--- src/rtl/assert_macros.svh ---
// Assertion helpers: property form in simulation, empty under synthesis
`ifndef ASSERT_MACROS_SVH
`define ASSERT_MACROS_SVH
`ifndef SYNTHESIS
`define ASSERT_IMPLIES(label, clk, rst, a, c) \
  label: assert property (@(posedge clk) disable iff (rst) (a) |-> (c)) \
    else $error("assertion failed");
`define ASSERT_NEXT(label, clk, rst, a, c) \
  label: assert property (@(posedge clk) disable iff (rst) (a) |=> (c)) \
    else $error("assertion failed");
`else
`define ASSERT_IMPLIES(label, clk, rst, a, c)
`define ASSERT_NEXT(label, clk, rst, a, c)
`endif
`endif

--- src/rtl/mtac_pkg.sv ---
package mtac_pkg;

  localparam int THERM_CHANNELS = 32;
  localparam logic [3:0] PASS_COUNT_RESET = 4'd10;

  typedef enum logic [1:0] {
    CMD_SAMPLE = 2'd0,
    CMD_POINT1 = 2'd1,
    CMD_POINT2 = 2'd2,
    CMD_CLEAR  = 2'd3
  } cmd_t;

  typedef struct packed {
    logic [1:0]         command;
    logic [5:0]         channel;
    logic signed [31:0] sample;
    logic signed [31:0] reference_temp;
  } in_item_t;

  typedef struct packed {
    logic [5:0]         channel_out;
    logic signed [31:0] temperature;
    logic               was_calibrated;
    logic               divide_fault;
    logic               last;
  } out_item_t;

  typedef enum logic [3:0] {
    ST_IDLE,
    ST_READ,
    ST_EXEC,
    ST_DIV,
    ST_DIVDONE,
    ST_CLEAR,
    ST_RPT_READ,
    ST_RPT_WAIT,
    ST_RPT_EXEC,
    ST_RPT_DIV,
    ST_RPT_OUT
  } state_t;

  // Saturate to 32 bits: the Q16.16 division result and the point-one offset
  function automatic logic signed [31:0] sat32(input logic signed [63:0] x);
    logic signed [31:0] r;
    if (x > 64'sh7FFFFFFF) r = 32'sh7FFFFFFF;
    else if (x < -64'sh80000000) r = 32'sh80000000;
    else r = x[31:0];
    return r;
  endfunction

endpackage

--- src/rtl/mtac_divider.sv ---
// Signed divider: (num << 16) / den, one quotient bit a cycle, truncating,
// saturated to 32 bits. Zero divisor saturates by numerator sign and flags.
module mtac_divider (
  input  logic               clk,
  input  logic               rst,
  input  logic               start,
  input  logic signed [32:0] num,
  input  logic signed [31:0] den,
  output logic               done,
  output logic signed [31:0] quot,
  output logic               fault
);

  localparam int NW = 49;

  logic [NW-1:0] rem_q;   // dividend shifting out, quotient shifting in
  logic [32:0]   part;    // partial remainder
  logic [31:0]   dmag;
  logic          neg;
  logic          busy;
  logic [5:0]    cnt;
  logic [33:0]   trial;
  logic [NW-1:0] numag;
  logic signed [NW:0] sq;

  assign trial = {part, rem_q[NW-1]} - {2'b00, dmag};
  assign numag = num[32] ? NW'(-{{16{num[32]}}, num}) << 16 :
                 NW'({{16{num[32]}}, num}) << 16;
  assign sq = neg ? -$signed({1'b0, rem_q}) : $signed({1'b0, rem_q});

  // Run the restoring loop
  always_ff @(posedge clk) begin
    if (rst) begin
      busy <= 1'b0;
      done <= 1'b0;
    end else begin
      done <= 1'b0;
      if (start) begin
        if (den == 32'sd0) begin
          quot  <= num[32] ? 32'sh80000000 : 32'sh7FFFFFFF;
          fault <= 1'b1;
          done  <= 1'b1;
        end else begin
          busy  <= 1'b1;
          cnt   <= 6'(NW);
          rem_q <= numag;
          part  <= '0;
          dmag  <= den[31] ? 32'(-den) : den;
          neg   <= num[32] ^ den[31];
          fault <= 1'b0;
        end
      end else if (busy) begin
        if (cnt == 6'd0) begin
          busy <= 1'b0;
          done <= 1'b1;
          quot <= mtac_pkg::sat32(64'(sq));
        end else begin
          cnt <= cnt - 6'd1;
          if (!trial[33]) part <= trial[32:0];
          else part <= {part[31:0], rem_q[NW-1]};
          rem_q <= {rem_q[NW-2:0], ~trial[33]};
        end
      end
    end
  end

  `include "assert_macros.svh"
  `ASSERT_NEXT(a_zero_div_done, clk, rst, start && den == 32'sd0, done && fault)
  `ASSERT_IMPLIES(a_no_start_busy, clk, rst, busy, !start)
  `ASSERT_NEXT(a_busy_no_done, clk, rst, busy && cnt != 6'd0, !done)

endmodule

--- config.mk ---
export PLATFORM = sky130hd
export DESIGN_NAME = mtac_divider
export DESIGN_NICKNAME = d
export VERILOG_FILES = /design/src/rtl/mtac_pkg.sv /design/src/rtl/mtac_divider.sv
export VERILOG_INCLUDE_DIRS = /design/src /design/src/rtl
export SDC_FILE = /design/constraint.sdc
export NUM_CORES = 1
export LEC_CHECK = 0
export BUFFER_PORTS_ARGS = -buffer_cell sky130_fd_sc_hd__buf_2
export CORE_MARGIN = 5
export CORE_UTILIZATION = 50
export CTS_BUF_LIST = sky130_fd_sc_hd__clkbuf_16
export CTS_CLUSTER_SIZE = 30
export DETAILED_ROUTE_END_ITERATION = 7
export PLACE_DENSITY = 0.69
export REMOVE_ABC_BUFFERS = 1
export SYNTH_ARGS = -nofsm -noshare
export SYNTH_HDL_FRONTEND = slang
export SYNTH_SLANG_ARGS = --single-unit
--- constraint.sdc ---
create_clock -name clk -period 28.1 [get_ports clk]
set_input_delay 4.215 -clock clk [delete_from_list [all_inputs] [get_ports clk]]
set_output_delay 4.215 -clock clk [all_outputs]
set_load 0.01 [all_outputs]
### Yosys cells after proc, flatten, opt, wreduce, memory -nomap -nowiden

Index checks and enable logic that the tools add are counted.
Widths: inputs -> output; s select.

| cells by class | value |
|---|---|
| $lt $le $gt $ge | 2 |
| reduce and logical (&&, ||, !) cells | 8 |
| equal/unequal tests | 3 |
| add/subtract/negate cells | 5 |
| multiplexer cells | 31 |
| bitwise gates (word level) | 4 |

Operators with widths:

| kind | number |
|---|---|
| $mux 49 | 5 |
| $mux 32 | 7 |
| $mux 33 | 5 |
| $gt 50x32->1 const B | 1 |
| $lt 50x32->1 const B | 1 |
| $mux 50 | 1 |
| $neg 49->50 | 1 |
| $sub 34x32->34 | 1 |
| $neg 33->33 | 1 |
| $logic_not 32->1 | 1 |
| $neg 32->32 | 1 |
| $mux 31 | 1 |
| $mux 6 | 4 |
| $mux 1 | 8 |
| $reduce_and 4->1 | 2 |
| $logic_not 6->1 | 1 |
| $sub 6x1->6 const B | 1 |
| $ne 2x2->1 const B | 2 |
| $reduce_bool 2->1 | 2 |
| $not 1->1 | 3 |
| $reduce_and 3->1 | 1 |
| $ne 2x1->1 const B | 1 |
| $reduce_and 2->1 | 1 |
| $xor 1x1->1 | 1 |

| storage, ports and cells | value |
|---|---|
| bits of input ports | 68 |
| logic and storage cells | 63 |
| flip-flop bits (word level) | 156 |
| output and inout port bits | 34 |

### Logic depth before layout (Yosys ltp)

Gate-level depths: netlist of the first run.

| logic depth | value |
|---|---|
| depth after elaboration | 8 |
| mapped depth | 12 |
| depth with buffers taken out | 12 |

### Least setup slack after synthesis of the first run

No wires, ideal clock.

| timing | value |
|---|---|
| path type | input-to-reg |
| from | input port den[0] |
| to | register cnt[0] (enable) |
| required time | 27.100 ns |
| arrival | 18.756 ns |
| path buffers | 0 |
| setup slack | 8.344 ns |
| setup time | 1.000 ns |
| cell stages on the path | 9 |
| cells stage by stage | inv_1 ha_1 nand3_1 or4_1 or4_1 nor4_1 nand2_1 nor3_1 a2111oi_0 |

| between the ends | value |
|---|---|
| word-level cells in the longest chain between the ends | 3 |

RTL lines:

| item | line | source |
|---|---|---|
| from (decl) | mtac_divider.sv:8 | `input logic signed [31:0] den,` |
| $logic_not 32->1 | mtac_divider.sv:39 | `if (den == 32'sd0) begin` |
| $ne 2x2->1 (no line) | - |  |
| $reduce_and 4->1 (no line) | - |  |
| to (signal assigned) | mtac_divider.sv:45 | `cnt <= 6'(NW);` |
| to (signal assigned) | mtac_divider.sv:58 | `cnt <= cnt - 6'd1;` |
| to (decl) | mtac_divider.sv:21 | `logic [5:0] cnt;` |

No other way between the ends.
A chain may end at the register's enable or synchronous reset.

### Worst setup path in the final report of the first run

| timing | value |
|---|---|
| from | input port den[3] |
| to | register quot[13] (enable) |

| between the ends | value |
|---|---|
| word-level cells in the longest chain between the ends | 3 |

RTL lines:

| item | line | source |
|---|---|---|
| $logic_not 32->1 | mtac_divider.sv:39 |  |
| $ne 2x1->1 (no line) | - |  |
| $reduce_and 4->1 (no line) | - |  |
| to (signal assigned) | mtac_divider.sv:40 | `quot <= num[32] ? 32'sh80000000 : 32'sh7FFFFFFF;` |
| to (signal assigned) | mtac_divider.sv:56 | `quot <= mtac_pkg::sat32(64'(sq));` |
| to (decl) | mtac_divider.sv:10 | `output logic signed [31:0] quot,` |

No other way between the ends.

==> results.md, run 1 <==
* Status: finished clean
* Die ar. at 24400 um2
* Asr flop ratio synth at 0%
* Worst Max-Slew Pin Slew at 0.961 ns
* Reg2Reg Setup Slack at 23.68 ns
* Gpl congestion at 0.876
* P_leak at 4.48 nW
* Yosys warnings at 0
* Min-Delay Endpoint: busy
* Hold WC Path Type: reg -> reg
* Setup TNS at 0 ns
* F_max at 0.125 GHz
* Hold Startpoint: busy
* Initial DRC Count at 681
* Yosys top cell by area: edfxtp_1
* Initial antenna violation count at 0
* Design Power at 0.000674 W
* Layout cell share with drive strength beyond 1 at 14.9%
* RSZ-0062 raised after global routing: no
* Vias per cell at 5.87
* Rel. slew slack at 35.8%
* Seq cells post-synth at 156
* GRT Total Usage at 20.6%
* CTS Hold Buffers Added at 0
* Met3 WL at 1300 um
* Clock transition at path regs at 0.06 ns
* Final WS setup at 20.09 ns
* Dpl ws at 19.60 ns
* Final wirelength at 24700 um
* Synth top area share at 43.3%
* Top sig layer: met4
* Vias at 8551
* Final period utilization at 28.5%
* Cell Pwr Density at 56.7 nW/um2
* # IOs at 102
* Layout area overhead at 11.2%
* Worst path required time at 28.14 ns
* CP Launch Type: primary input
* Min cycle time layout at 8.01 ns
* Wire length on met1 at 11200 um
* Final ANT Viol Nets at 0
* Hold Vio Cnt, Final at 0
* Met2 routed WL at 11800 um
* Vias in the first global route at 8161
* Grt total ovfl at 0
* Worst hold slack at 0.550 ns
* Port Buffers at 101
* Synth top area cells: edfxtp_1 43%, xor2_1 5.3%, ha_1 4.3%
* Final Setup Violations at 0
* Final HPWL DP at 17400 um
* Reg2reg end: quot[10]
* Library cells used by synthesis at 81
* CTS H-tree lvls at 4
* DR pass1 iterations at 5
* Post-layout nets at 1276
* Die height at 156 um
* R2r startpoint: rem_q[35]
* Die width at 156 um
* Initial core utilization at 50.9%
* Setup Skew at 0.0107 ns
* CP arrival at 8.05 ns
* Sequential area share after synthesis at 43.6%
* Post-synth EDFFs at 154
* Mean Syn Cell Area at 9.73 um2
* Max-Cap Viols at 0
* CP Class: in -> reg
* Core area at 21000 um2
* Largest net degree at the start of global routing at 87
* Slew Viols, Final at 0
* Synth Flop Type: edfxtp_1
* Wire per inst at 17.0 um
* Hold Path Depth at 3
* CP Max Fanout at 32
* Reg2reg path depth at 9
* Clk Latency, worst-skew pair at 0.43 ns
* Setup Buffers After CTS at 0
* Synth Cell Area at 10700 um2
* Post_cts resized at 0
* CTS tree: built
* Clk sinks at 156
* Maximum clock path buffer count at 2
* ANT cells at 0
* Syn Inst Count at 1099
* Root Buffer: clkbuf_16
* Drt drc at 0
* CP Capture Type: register
* Filler cells at 1858
* Peak supply drop at 32.1 uV
* Num CTS Buffers at 17
* # rows at 53
* First-pass GRT wire length at 41000 um
[placed cells by master, fill, tap and decap left out, types with 9 or more instances in the layout]
| cell | netlist | layout |
|---|---|---|
| edfxtp_1 | 154 | 154 |
| nor2_1 | 113 | 112 |
| buf_2 | 9 | 100 |
| nand2_1 | 74 | 74 |
| a21oi_1 | 73 | 73 |
| xor2_1 | 65 | 65 |
| inv_1 | 53 | 58 |
| o21ai_0 | 53 | 53 |
| xnor2_1 | 51 | 51 |
| ha_1 | 37 | 37 |
| o31ai_1 | 30 | 30 |
| nand3_1 | 29 | 29 |
| nor3_1 | 27 | 26 |
| mux2i_1 | 21 | 21 |
| nor2b_1 | 20 | 20 |
| nor4_1 | 18 | 18 |
| or4_1 | 18 | 18 |
| o21ai_1 | 19 | 18 |
| o41ai_1 | 17 | 17 |
| nand2b_1 | 17 | 17 |
| clkbuf_16 | 0 | 17 |
| o21ai_2 | 11 | 12 |
| a21o_1 | 10 | 10 |
| o21a_1 | 9 | 9 |
[report_power, final]
part / internal, W / switching (W) / leakage (nW)
logic: 0.0000694 / 0.0000951 / 2.73
registers: 0.000279 / 0.0000134 / 1.46
clock network: 0.000127 / 0.0000899 / 0.280
total: 0.000476 / 0.000198 / 4.48
[routing by layer]
layer | GRT usage [%] | up-vias
met5 | 0 | -
met2 | 33.4 | 217
li1 | - | 4222
met3 | 4.07 | 27
met4 | 5.62 | 0
met1 | 28.5 | 4085
[area by class of cell]
| type | instances | area, um2 | share of cell area (%) |
|---|---|---|---|
| multi-input combinational | 834 | 5570 | 46.9 |
| sequential | 156 | 4660 | 39.3 |
| timing repair buffer | 108 | 561 | 4.72 |
| clock buffer | 17 | 425 | 3.58 |
| tap | 275 | 344 | 2.90 |
| inverter | 53 | 199 | 1.67 |
| clock inverter | 14 | 116 | 0.979 |
[state kept, by name, indices dropped and copies added (netlist names)]
| signal | count |
|---|---|
| cnt | 6 |
| neg | 1 |
| quot | 32 |
| rem_q | 49 |
| busy | 1 |
| part | 33 |
| done | 1 |
| dmag | 32 |
| fault | 1 |
[critical path, stage by stage]
cell     delay [ns]
buf_2          0.13
nor4_1         0.43
nand3_1        0.21
or4_1          0.46
or4_1          0.53
nor4_1         0.22
nand2_1        0.19
nor3_1         0.61
a22oi_1        0.27
nor2_4         0.76
[cell usage after synthesis, types with 5 or more instances]
master	instances
o21ai_2	11
o31ai_1	30
or3_1	7
mux2_2	5
nand3_1	29
xnor2_1	51
o21ai_1	19
a21o_1	10
xor2_1	65
edfxtp_1	154
a211oi_1	6
nand2_1	74
buf_2	9
a21oi_1	73
o21a_1	9
nor2b_1	20
mux2i_1	21
o21ai_0	53
a211o_1	8
inv_1	53
nor2_1	113
clkbuf_1	31
nor4_1	18
buf_1	7
nand3b_1	6
o41ai_1	17
ha_1	37
and3_1	7
nor3_1	27
nand2b_1	17
and2_1	5
nand4_1	8
or4_1	18
[through the flow]
step | utilization (%) | std cells | area [um2]
2_1_floorplan | - | 1043 | 10400
3_3_place_gp | 54.0 | 1426 | 11300
3_5_place_dp | 54.0 | 1426 | 11300
4_1_cts | 56.5 | 1457 | 11900
5_1_grt | 56.5 | 1457 | 11900
6_report | 56.5 | 1457 | 11900
[cell families after synthesis]
logic type                 Yosys count  synth area share, %
adders and majority gates           38                 4.52
buffers and inverters              109                 4.55
and+or+nand+nor                    370                 17.9
DFF                                156                 43.6
muxes                               26                 2.49
AOI/OAI and AO/OA                  284                 17.4
xor gates and xnor gates           116                 9.50
[worst max-delay path by stage]
stage	start	endpoint	slack, ns
6_report	den[3]	quot[13]	20.09
5_1_grt	den[3]	quot[13]	19.55
4_1_cts	den[3]	quot[13]	20.03
3_5_place_dp	den[3]	quot[16]	19.60
3_3_place_gp	den[9]	quot[15]	19.70
2_1_floorplan	den[0]	cnt[0]	8.34
No activity file was read; power rests on OpenSTA's default activity.
==> run 2, diff against run 1 <==
- PLACE_DENSITY: 0.69 -> 0.72
- clock period: 28.1 -> 6.9 ns (I/O delays scaled with it)
==> run 2 against run 1 <==
  * Critical endpoint unchanged
  * Sequential share of layout area decreased by 0.22 points
  * Combinational power grew to 4.1 times the previous value
  * Clock power rose to 4.5 times the previous value
  * Largest cell class unchanged
  * Largest power group unchanged
==> results.md, run 2 (synthesis results as in run 1) <==
* P_leak at 4.50 nW (+0.54%)
* CP Buf/Inv Count at 1 (unchanged)
* Filler cells at 1813 (-2.4%)
* Wire per inst at 16.7 um (-1.7%)
* Layout cell share with drive strength beyond 1 at 15.2% (+0.33 points)
* Hold Path Depth at 3 (unchanged)
* Psw at 0.000819 W (+310%)
* Crit-path max cell delay at 0.78 ns (+0.02 ns)
* Peak supply drop at 157 uV (+390%)
* Clk Latency, worst-skew pair at 0.42 ns (about the same)
* CP Max Fanout at 32 (unchanged)
* Busiest grt layer: met2
* Initial core utilization at 50.9% (unchanged)
* F_max at 0.199 GHz
* Commonest non-fill, non-tap cells in the layout: 154 x edfxtp_1, 112 x nor2_1, 100 x buf_2
* Non-Filler Instances at 1458 (+0.069%)
* Gpl congestion at 0.902 (+2.9%)
* Grt total ovfl at 0 (unchanged)
* Met3 Use GR at 3.29% (-0.77 points)
* Final core occ at 56.8% (+0.32 points)
* Commonest non-fill, non-tap cell in the layout: edfxtp_1
* Clock power share at 34.5% (+2.3 points)
* Slew Viols, Final at 0 (unchanged)
* Root Buffer: clkbuf_16
* Maximum clock path buffer count at 2 (unchanged)
* Crit path max-delay family: simple AND/OR/NAND/NOR gates
* Final Setup Violations at 0 (unchanged)
* # rows at 53 (unchanged)
* Core area at 21000 um2 (unchanged)
* RSZ-0062 raised after global routing: no
* Largest Register: rem_q
* Setup Skew at 0.0112 ns (+0.000449 ns)
* Hold WC Path Type: reg -> reg
* Slowest cell on the critical path: nor2_4
* Top flop regs: rem_q x49, part x33
* Max reg flops at 49 (unchanged)
* # IOs at 102 (unchanged)
* Reg2reg end: part[25]
* Vias per cell at 5.84 (-0.54%)
* Num CTS Buffers at 17 (unchanged)
* Min-Delay Endpoint: busy
* Final ANT Viol Nets at 0 (unchanged)
* CP Capture Type: register
* Min cycle time layout at 5.02 ns
* Reg2reg path depth at 12 (+3)
* Hold Vio Cnt, Final at 0 (unchanged)
* Final HPWL DP at 17100 um (-1.7%)
* Grt met1 use at 26.6% (-1.9 points)
* CTS Hold Buffers Added at 0 (unchanged)
* CP Class: in -> reg
* Drt drc at 0 (unchanged)
* Switching part of the total power at 28.9% (-0.55 points)
* Comb pwr share at 23.4% (-1.0 points)
* CP arrival at 5.06 ns (-2.99 ns)
* R2r startpoint: rem_q[48]
* Status: finished clean
* First-pass GRT wire length at 39800 um (-3.0%)
* Die width at 156 um (unchanged)
* CP cell instances: buf_2 > nor4_1 > nand3_1 > or4_1 > or4_1 > nor4_1 > nand2_1 > nor3_1 > a22oi_1 > nor2_4
* Hold Startpoint: busy
* Layout area overhead at 11.8%
* Die height at 156 um (unchanged)
* Clk sinks at 156 (unchanged)
* Largest net degree at the start of global routing at 72 (-17%)
* Flop pwr share at 42.1% (-1.3 points)
* Final period utilization at 72.8%
* M2 GR Usage at 33.2% (-0.25 points)
* Vias at 8511 (-0.47%)
* Cell Pwr Density at 237 nW/um2 (+320%)
* Design area at 12000 um2 (+0.56%)
* GRT Total Usage at 19.9% (-0.74 points)
* Post-layout nets at 1276 (unchanged)
* Setup Buffers After CTS at 0 (unchanged)
* Final wirelength at 24300 um (-1.7%)
* # placed instances at 1426 (unchanged)
* Initial DRC Count at 590 (-13%)
* CP Launch Type: primary input
* Final WS setup at 1.88 ns (-18.21 ns)
* Reg2Reg Setup Slack at 2.35 ns (-21.33 ns)
* CTS H-tree lvls at 4 (unchanged)
* DR pass1 iterations at 7 (+2)
* Rel. slew slack at 30.0% (-5.7 points)
* Placement Cell Area at 11300 um2 (unchanged)
* Max-Cap Viols at 0 (unchanged)
* Vias in the first global route at 8171 (+0.12%)
* Worst hold slack at 0.586 ns (+0.0360 ns)
* Worst path required time at 6.94 ns (-21.20 ns)
* Die ar. at 24400 um2 (unchanged)
* Post_cts resized at 0 (unchanged)
* Clock transition at path regs at 0.06 ns (about the same)
* Initial antenna violation count at 1 (+1)
* ANT cells at 0 (unchanged)
* Dpl ws at 1.49 ns (-18.11 ns)
* Port Buffers at 101 (unchanged)
* CTS tree: built
* Internal at 0.00202 W (+320%)
* Worst Max-Slew Pin Slew at 1.05 ns (+0.0852 ns)
run 2: changes by cell type in the layout (fill, tap and decap cells not counted), sizes merged:
| cell | change |
|---|---|
| bufinv | +2 |
| inv | -2 |
| clkinv | +1 |
run 2: metal layers:
metal / share of wire (%) / up-vias
li1: - / 4218
met1: 45 / 4061
met2: 48 / 199
met3: 4.6 / 31
met4: 1.8 / 2
met5: 0.029 / -
run 2: tightest hold or removal path: stages (launching register included):
cell and delay [ns]:
dfxtp_1 0.33, inv_1 0.07, o22a_1 0.11, nor2_1 0.03
run 2: worst max-delay path by stage:
stage,from,endpoint,cells after the start
6_report,den[3],quot[13],10
5_1_grt,den[3],quot[13],10
4_1_cts,den[3],quot[13],10
3_5_place_dp,den[3],quot[25],10
3_3_place_gp,den[3],quot[21],10
2_1_floorplan,den[0],cnt[0],9
run 2: power by group through the flow:
stage	clock network [W]	registers (W)	logic (W)
final	0.000978	0.00119	0.000665
after CTS	0.000989	0.00119	0.000666
after global placement	0	0.00121	0.000643
after global routing	0.00103	0.00120	0.000743
after detailed placement	0	0.00121	0.000659
after floorplan	0	0.00121	0.000503
run 2: area by class of cell:
type / instances / area (um2) / share of cell area, %
tap: 275 / 344 / 2.88
clock buffer: 17 / 425 / 3.56
multi-input combinational: 834 / 5570 / 46.6
inverter: 53 / 199 / 1.66
sequential: 156 / 4660 / 39.0
clock inverter: 15 / 183 / 1.53
timing repair buffer: 108 / 561 / 4.69
run 2: per-stage QoR:
stage,total power [W],setup TNS (ns)
floorplan,0.00171,-851.49
global placement,0.00185,0
detailed placement,0.00187,0
CTS,0.00285,0
global route,0.00298,0
finish,0.00284,0
==> run 3, diff against run 2 <==
- ABC_AREA: not set -> 1
- PLACE_DENSITY: 0.72 -> 0.69
- clock period: 6.9 -> 4.72 ns (I/O delays scaled with it)
==> run 3 against run 2 <==
  * Hold slack got worse by 0.12 ns
  * Sequential share of layout area decreased by 2.3 points
  * Critical path depth increased by 5
  * Clock skew increased by 0.0045 ns
  * Cell count increased by 27%
  * Worst setup slack got worse by 0.32 ns
  * Die area increased by 5.7%
  * Critical endpoint is now part[24]
  * Highest routed layer is now met4
==> results.md, run 3 <==
* Status: finished clean
* CP arrival at 3.36 ns (-1.70 ns)
* # rows at 55 (+3.8%)
* Max reg flops at 49 (unchanged)
* Asr flop ratio synth at 0% (unchanged)
* Hold WC Path Type: in -> reg
* Drt drc at 0 (unchanged)
* First-pass GRT wire length at 45900 um (+15%)
* Final period utilization at 67.0%
* Vias at 9870 (+16%)
* Maximum clock path buffer count at 2 (unchanged)
* Setup Buffers After CTS at 0 (unchanged)
* Top flop regs: rem_q x49, part x33
* Clock transition at path regs at 0.07 ns (about the same)
* Design Power at 0.00413 W (+46%)
* Seq cells post-synth at 156 (unchanged)
* Sequential area share after synthesis at 41.1% (-2.5 points)
* Clk sinks at 156 (unchanged)
* Yosys warnings at 0 (unchanged)
* CP Launch Type: register
* Non-Filler Instances at 1858 (+27%)
* Num CTS Buffers at 17 (unchanged)
* Top-count cell post-synth: nand2_1
* Max-Cap Viols at 0 (unchanged)
* CTS H-tree lvls at 4 (unchanged)
* Core area at 22500 um2 (+7.0%)
* Commonest non-fill, non-tap cells in the layout: 339 x nand2_1, 193 x nor2_1, 167 x inv_1
* Slowest cell on the critical path: fa_1
* Final Setup Violations at 0 (unchanged)
* # placed instances at 1826 (+28%)
* Yosys top cell by area: edfxtp_1
* CTS tree: built
* CP Max Fanout at 4 (-88%)
* Synth Cell Area at 11300 um2 (+6.1%)
* Largest net degree at the start of global routing at 74 (+2.8%)
* Met2 routed WL at 12700 um (+7.7%)
* Min cycle time layout at 3.16 ns
* Gpl congestion at 0.948 (+5.1%)
* Die ar. at 25800 um2 (+5.7%)
* RSZ-0062 raised after global routing: no
* Reg2Reg Setup Slack at 1.56 ns (-0.79 ns)
* Layout area overhead at 12.0%
* Worst Max-Slew Pin Slew at 1.01 ns (-0.0371 ns)
* Final HPWL DP at 21900 um (+28%)
* Top cells by count, synth: 339 x nand2_1, 194 x nor2_1, 167 x inv_1, 154 x edfxtp_1, 105 x o21ai_0
* Dpl ws at 1.47 ns (-0.0159 ns)
* CP Capture Type: register
* Post-layout nets at 1666 (+31%)
* Syn Inst Count at 1471 (+34%)
* Slew Viols, Final at 0 (unchanged)
* Die height at 161 um (+2.8%)
* Synth top area share at 40.8% (-2.5 points)
* Final WS setup at 1.56 ns (-0.322 ns)
* Rel. slew slack at 32.6% (+2.5 points)
* CP cell instances: inv_1 > ha_1 > fa_1 > o21ai_0 > a21oi_1 > o21bai_1 > nand3_1 > nand2_1 > nand2_1 > nand2_1 > nand2_1 > nand2_1 > nand2_1 > a21oi_1 > nor2_1
* Synth top area cells: edfxtp_1 41%, nand2_1 11%, nor2_1 6.4%
* Mean Syn Cell Area at 7.71 um2 (-21%)
* Post_cts resized at 0 (unchanged)
* Wire per inst at 15.0 um (-9.9%)
* Synth Flop Type: edfxtp_1
* Commonest non-fill, non-tap cell in the layout: nand2_1
* Root Buffer: clkbuf_16
* Worst path required time at 4.91 ns (-2.03 ns)
* GRT Total Usage at 21.7% (+1.8 points)
* CP dominant cell by count: nand2_1
* # IOs at 102 (unchanged)
* P_leak at 5.43 nW (+21%)
* Final wirelength at 27900 um (+15%)
* Wire length on met1 at 13100 um (+20%)
* Top sig layer: met4
* Peak supply drop at 256 uV (+63%)
* Port Buffers at 101 (unchanged)
* DR pass1 iterations at 5 (-2)
* Largest Register: rem_q
* Die width at 161 um (+2.8%)
* Final ANT Viol Nets at 0 (unchanged)
* F_max at 0.316 GHz
* Filler cells at 2113 (+17%)
* CP Class: reg -> reg
* CTS Hold Buffers Added at 0 (unchanged)
* Layout cell share with drive strength beyond 1 at 11.8% (-3.4 points)
* Initial antenna violation count at 0 (-1)
* Post-synth EDFFs at 154 (unchanged)
* Initial DRC Count at 788 (+34%)
* Hold Vio Cnt, Final at 0 (unchanged)
* Crit-path max cell delay at 0.41 ns (-0.37 ns)
* Library cells used by synthesis at 48 (-41%)
* Clk Latency, worst-skew pair at 0.44 ns (+0.02 ns)
* CP Buf/Inv Count at 1 (unchanged)
* Initial core utilization at 50.4% (-0.43 points)
* ANT cells at 0 (unchanged)
* Grt total ovfl at 0 (unchanged)
* Cell Pwr Density at 325 nW/um2 (+37%)
* Setup Skew at 0.0157 ns (+0.00452 ns)
* Vias in the first global route at 9358 (+15%)
* Vias per cell at 5.31 (-9.0%)
* Met3 WL at 1480 um (+32%)
* Crit path max-delay family: compound AO/OA/AOI/OAI gates
==> run 3: changes by cell type after synthesis, moves of 16 or more <==
cell	previous run	this run
nand2_1	74	339
nand4_1	8	29
nand3_1	29	95
nand2b_1	17	0
nor2_1	113	194
or4_1	18	0
o41ai_1	17	1
nor2b_1	20	0
mux2i_1	21	0
o21ai_0	53	105
o31ai_1	30	2
inv_1	53	167
==> run 3: cell type report <==
cell class / count / area (um2) / area share, %
multi-input combinational: 1105 / 5850 / 46.0
clock buffer: 17 / 425 / 3.35
inverter: 170 / 638 / 5.02
sequential: 156 / 4660 / 36.7
clock inverter: 15 / 186 / 1.47
timing repair buffer: 110 / 586 / 4.61
tap: 285 / 357 / 2.81
==> run 3: path summary, 6_finish.rpt <==
kind / startpoint / to / cells after the start
worst min register to register: busy / busy / 2
worst max register to register: rem_q[48] / part[24] / 15
worst max-delay path: rem_q[48] / part[24] / 15
worst min-delay path: den[0] / dmag[0] / 1
==> run 3: logic make-up after synthesis <==
logic type                 synth area share (%)
buffers and inverters                      7.49
xor gates and xnor gates                   8.57
and+or+nand+nor                            27.7
DFF                                        41.1
AOI/OAI and AO/OA                          10.9
adders and majority gates                  4.26
==> run 3: layer usage <==
metal,global-route usage [%],up-vias
met1,30.4,4469
met5,0,-
met3,2.85,44
met2,34.9,280
met4,7.12,0
li1,-,5077
==> run 3: through the flow <==
stage               hold slack, ns  utilization, %  area (um2)  setup TNS [ns]
finish                       0.467            56.5       12700               0
global route                 0.463            56.5       12700               0
CTS                          0.459            56.5       12700               0
detailed placement           0.471            53.7       12100               0
global placement             0.473            53.7       12100               0
floorplan                    0.448               -       11100         -173.64
==> run 3: report_power, final <==
group	leakage [nW]	total [W]	internal (W)	switching, W
logic	3.66	0.000970	0.000344	0.000626
registers	1.47	0.00173	0.00165	0.0000735
clock network	0.293	0.00144	0.000841	0.000595
==> run 3: worst reg2reg max path, delay by kind of cell, from the launching register on <==
family	cells	cell delay, ns
AND/OR/NAND/NOR	8	0.71
buffers and inverters	1	0.10
adder cells (fa/ha/maj)	2	0.67
flip-flops	1	0.38
AO/OA/AOI/OAI	4	1.05
